## src/design/mwf_pkg.sv

```systemverilog
// ---------------------------------------------------------------------------
// mwf_pkg
// Shared types and constants of the membrane wave block.
// ---------------------------------------------------------------------------
`default_nettype none

package mwf_pkg;

    localparam int GRID_DEF = 64;
    localparam int DATA_W   = 32;

    // shared multiplier: A is split into a signed high part and an
    // unsigned low part of MUL_SPLIT bits
    localparam int MUL_AW    = 40;
    localparam int MUL_BW    = 26;
    localparam int MUL_PW    = MUL_AW + MUL_BW;
    localparam int MUL_SPLIT = 20;

    typedef struct packed {
        logic signed [MUL_AW-1:0] a;
        logic signed [MUL_BW-1:0] b;
    } t_mul_in;

endpackage

`default_nettype wire

```

## src/design/mwf_mul.sv

```systemverilog
// ---------------------------------------------------------------------------
// mwf_mul
// Pipelined signed multiplier built from two partial products.
// ---------------------------------------------------------------------------
`default_nettype none

module mwf_mul (
    input  wire logic               i_clk,
    input  wire mwf_pkg::t_mul_in   i_req,
    output logic signed [mwf_pkg::MUL_PW-1:0] o_prod
);
    import mwf_pkg::*;

    localparam int HW = MUL_AW - MUL_SPLIT;

    t_mul_in                              r_req;
    logic signed [HW+MUL_BW-1:0]          r_hi;
    logic signed [MUL_SPLIT+MUL_BW:0]     r_lo;

    logic signed [HW-1:0]        a_hi;
    logic signed [MUL_SPLIT:0]   a_lo;

    assign a_hi = r_req.a[MUL_AW-1:MUL_SPLIT];
    assign a_lo = $signed({1'b0, r_req.a[MUL_SPLIT-1:0]});

    always_ff @(posedge i_clk) begin
        r_req  <= i_req;
        r_hi   <= a_hi * r_req.b;
        r_lo   <= a_lo * r_req.b;
        o_prod <= (MUL_PW'(r_hi) <<< MUL_SPLIT) + MUL_PW'(r_lo);
    end

endmodule

`default_nettype wire
```

## config.mk

```make
export PLATFORM = sky130hd
export DESIGN_NAME = mwf_mul
export DESIGN_NICKNAME = d
export VERILOG_FILES = /design/src/design/mwf_pkg.sv /design/src/design/mwf_mul.sv
export SDC_FILE = /design/constraint.sdc
export NUM_CORES = 2
export LEC_CHECK = 0
export CAP_MARGIN = 30
export CORE_MARGIN = 5
export CORE_UTILIZATION = 55
export CTS_BUF_LIST = sky130_fd_sc_hd__clkbuf_4 sky130_fd_sc_hd__clkbuf_8
export CTS_CLUSTER_SIZE = 30
export DETAILED_ROUTE_END_ITERATION = 16
export DONT_BUFFER_PORTS = 1
export PLACE_DENSITY = 0.7
export SLEW_MARGIN = 10
export SYNTH_ARGS = -nofsm -noshare
export SYNTH_HDL_FRONTEND = slang
export SYNTH_SLANG_ARGS = --single-unit
```

## constraint.sdc

```tcl
create_clock -name i_clk -period 10 [get_ports i_clk]
set_input_delay 1 -clock i_clk [delete_from_list [all_inputs] [get_ports i_clk]]
set_output_delay 1 -clock i_clk [all_outputs]
set_load 0.01 [all_outputs]
```

### After elaboration in Yosys (flattened, before gate mapping)

Cells that the tools add are included.

| storage, ports and cells | value |
|---|---|
| output and inout bits | 66 |
| register bits | 225 |
| bits of input ports | 67 |
| logic and storage cells | 8 |

| operators by class | value |
|---|---|
| $add $sub $neg | 1 |
| $mul | 2 |

Operators by type and width:

| kind | count |
|---|---|
| 66-bit by 47-bit adder with 66-bit output | 1 |
| 21-bit by 26-bit multiplier with 47-bit output | 1 |
| 20-bit by 26-bit multiplier with 46-bit output | 1 |

### Logic depth before layout (Yosys ltp)

| logic depth | value |
|---|---|
| depth in word-level cells | 1 |
| depth in mapped cells | 28 |
| gate-level depth less buffers | 26 |

### Worst setup path after synthesis

Ideal clock, no wire load.

| timing path | value |
|---|---|
| path type | register to register |
| start | register r_req[10] in the netlist's numbering |
| end | register r_hi[42] |
| arrival time | 6.800 ns |
| setup slack | 3.077 ns |
| cell stages (with the launch flop) | 25 |
| clock period less this slack | 6.923 ns |
| path through | dfxtp_1 clkbuf_1 clkbuf_1 nand2_1 fa_1 fa_1 fa_1 fa_1 inv_1 fa_1 fa_1 inv_1 fa_1 inv_1 ha_1 and3_1 and3_1 and4_1 a211o_1 a41o_1 a41oi_2 o22ai_2 a21oi_1 a21oi_1 xor2_1 |

| between the ends | value |
|---|---|
| cells in the longest elaborated chain, start to end | 1 |

RTL lines:

| item | RTL line | source |
|---|---|---|
| from (decl) | mwf_mul.sv:16 | `t_mul_in r_req;` |
| from (signal assigned) | mwf_mul.sv:27 | `r_req <= i_req;` |
| 20-bit by 26-bit multiplier with 46-bit output | mwf_mul.sv:28 | `r_hi <= a_hi * r_req.b;` |
| to (signal assigned) | mwf_mul.sv:28 |  |
| to (decl) | mwf_mul.sv:17 | `logic signed [HW+MUL_BW-1:0] r_hi;` |

No other way between the ends.

### Final worst setup path

| timing path | value |
|---|---|
| start | register r_req (netlist bit a_lo[6]) |
| end | register r_lo[42] |

| between the ends | value |
|---|---|
| cells in the longest elaborated chain, start to end | 1 |

RTL lines:

| item | RTL line | source |
|---|---|---|
| 21-bit by 26-bit multiplier with 47-bit output | mwf_mul.sv:29 | `r_lo <= a_lo * r_req.b;` |
| to (signal assigned) | mwf_mul.sv:29 |  |
| to (decl) | mwf_mul.sv:18 | `logic signed [MUL_SPLIT+MUL_BW:0] r_lo;` |

No other way between the ends.

==> flow_summary.ini <==
[final_layout]
final_util = 0.5841
most-common-layout-cells = 1,184 x inv_1, 1,056 x fa_1, 538 x and2_1, 533 x nand2_1, 287 x ha_1
multi_input_area_sq_um = 34910
seq_area_sq_um = 4504
final_layout_size_suffix_gt1_frac = 0.04110
area_growth_pct = 5.298
nFillCells = 7000
final_common_cell = inv_1
final_net_count = 6069
post_layout_inst_area_sq_um = 46970
filler_free_cell_count_of_the_finished_design = 5767

[setup_path]
critPathMostFrequentCell = fa_1
timing_worst_setup_path_type = register to register
start_kind = register
critPathBufInv = 4
worst-path-max-fanout = 14
critical-path-slowest-cell = dfxtp_1
r2r-start = a_lo[6]
endpoint_arrival_time_on_the_critical_path_ps = 9120
worstPathRequired_ps = 10570
critPathMaxStageDelay_ps = 840
cpLargestDelayFamily = adder cells
setup.worst_path.start = a_lo[6]
critical_path.cell_chain = buf_4 > nand2_1 > fa_1 > fa_1 > fa_1 > inv_1 > fa_1 > fa_1 > fa_1 > inv_1 > fa_1 > inv_1 > ha_1 > a21o_1 > a21oi_1 > o21bai_1 > a221oi_1 > o21ai_0 > nor3_1 > o211ai_1 > a41oi_1 > o21ai_0 > xnor2_1
cp-end-kind = register

[global_routing]
grt_pass1_vias = 34140
grt.overflow.total = 0
first_pass_grt_wire_length_mm = 176.8
grt_max_degree = 41
antenna_found_initial = 15
groute.usage.overall = 0.2568

[timing]
clock_skew_ps = 75.19
setup_viol_count_final = 0
grt_setup_unrepaired = no
finalSetupTns_ps = 0
final_max_slew_viol_count = 0
post-route-period-util = 0.8550
timing.fmax_ghz = 0.1170
slew_headroom = 0.3582
report.final.hold_viol_count = 0
final.min_clock_period_ps = 8550
worstMarginPinSlew_ps = 961.3

[hold_path]
hp-start = r_lo[10]
hp-class = register to register

[clock_tree]
post_cts_sizing_count = 0
cts_tree = built
worst_setup_hold_path_clk_slew_ps = 60
cts.path.max_buffers = 3
cts.sink_count = 225
worstSkewPairLatency_ps = 690
clock-root-buffer = clkbuf_8
cts_inserted_buffers = 46
postCtsSetupBuffers = 0
holdBufCountCts = 0
htree_num_levels = 2

[placement]
hpwl_after_dpl_mm = 87.21
place.detailed.instances = 5664
io_buffers = 0
placed_cell_area_sq_um = 45800
place.gp.congestion = 0.9042

[routing]
drt-pass1-iter-count = 6
vias_per_cell = 5.289
via_count = 30500
post_route_wl_mm = 105.2
antenna_left = 0
drc_errors = 0
routed_wire_length_per_instance_microns = 18.25
drt_first_iter_violations = 1656

[synth]
dominantRegCellSynth = dfxtp_1
ys_types = 68
postSynth.asyncResetShare = 0
post-synth-top-area-fraction = 0.4739
synth_top_cell_by_area = fa_1
syn-instance-count = 4726
cells_taking_the_most_area_after_synthesis = fa_1 47%, dfxtp_1 10%, inv_1 10%, ha_1 8.0%, and2_1 7.5%
postSynthRegisterBits = 225
synth_enable_flop_cells = 0
synth_nets = 6136
post_synth_instance_area_sq_um = 44610
ys_warn_count = 0
synth-seq-area-share = 0.1010
avgSynthCellArea_sq_um = 9.439

[die]
top_level_ports = 133
die_height_microns = 294.8
die-area_sq_um = 86900
core_region_area_sq_um = 80420
start_util = 0.5547
floorplan.die.width_microns = 294.8
row_count = 104

[outcome]
status = finished clean

[run]
drv_cap = 0
## worst paths after layout
| kind | end | slack (ps) | cells past startpoint |
|---|---|---|---|
| max | r_lo[42] | 1450 | 23 |
| min reg2reg | o_prod[10] | 320 | 0 |
| min | o_prod[10] | 320 | 0 |
| max reg2reg | r_lo[42] | 1450 | 23 |
## synthesized netlist by cell type (4+ instances only)
| cell | count |
|---|---|
| nor2b_1 | 32 |
| and4_1 | 9 |
| nand2_1 | 533 |
| nand4_1 | 12 |
| and2_1 | 538 |
| o31ai_1 | 4 |
| fa_1 | 1056 |
| a21oi_1 | 107 |
| a21o_1 | 58 |
| nor3_1 | 12 |
| dfxtp_1 | 225 |
| nor2_1 | 59 |
| nand3_1 | 20 |
| nand2b_1 | 24 |
| and3_1 | 19 |
| xnor2_1 | 105 |
| ha_1 | 287 |
| xor2_1 | 34 |
| o21ai_0 | 55 |
| o211ai_1 | 9 |
| a41oi_1 | 5 |
| inv_1 | 1184 |
| a211o_1 | 4 |
| nor3b_1 | 4 |
| clkbuf_1 | 199 |
| o21bai_1 | 27 |
| a211oi_1 | 5 |
| a31oi_1 | 14 |
| o21a_1 | 19 |
## final cells by class
class / count / share of cell area
Tap cell: 1060 / 0.02823
Clock buffer: 65 / 0.01758
Sequential cell: 225 / 0.09589
Multi-Input combinational cell: 3118 / 0.7433
Timing Repair Buffer: 84 / 0.01548
Antenna cell: 11 / 0.0005860
Inverter: 1184 / 0.09461
Clock inverter: 20 / 0.004342
## layer usage
| metal | wire length, microns | global-route usage | up-vias |
|---|---|---|---|
| li1 | - | - | 13630 |
| met1 | 41060 | 0.3257 | 15770 |
| met2 | 52480 | 0.4453 | 890 |
| met3 | 7062 | 0.04333 | 212 |
| met4 | 4571 | 0.09527 | 10 |
| met5 | 70 | 0 | - |
## state kept, by name (all words and copies together), names as in the netlist
name	cells
a_hi	20
a_lo	20
o_prod	66
r_hi	46
r_lo	47
r_req	26
## per-stage QoR
stage,hold WS [ps],worst slack [ps]
5_1_grt,280.4,1062
3_5_place_dp,312.1,1682
6_report,319.5,1450
4_1_cts,275.6,1626
3_3_place_gp,309.8,1628
2_1_floorplan,309.6,3077
## cells by family (layout without fill, tap and decap cells)
logic type / Yosys count / count (layout) / share of synthesized area
adder cells (fa/ha/maj): 1343 / 1343 / 0.5544
buffers and inverters: 1383 / 1353 / 0.1164
flip-flops: 225 / 225 / 0.1010
other: 0 / 11 / 0
AO/OA/AOI/OAI: 359 / 359 / 0.05497
multiplexers: 3 / 3 / 0.0007012
XOR/XNOR: 139 / 139 / 0.02729
AND/OR/NAND/NOR: 1274 / 1274 / 0.1453
Power is not shown: default switching activity piles up to over one toggle a cycle in this logic, so the estimate is an artifact.
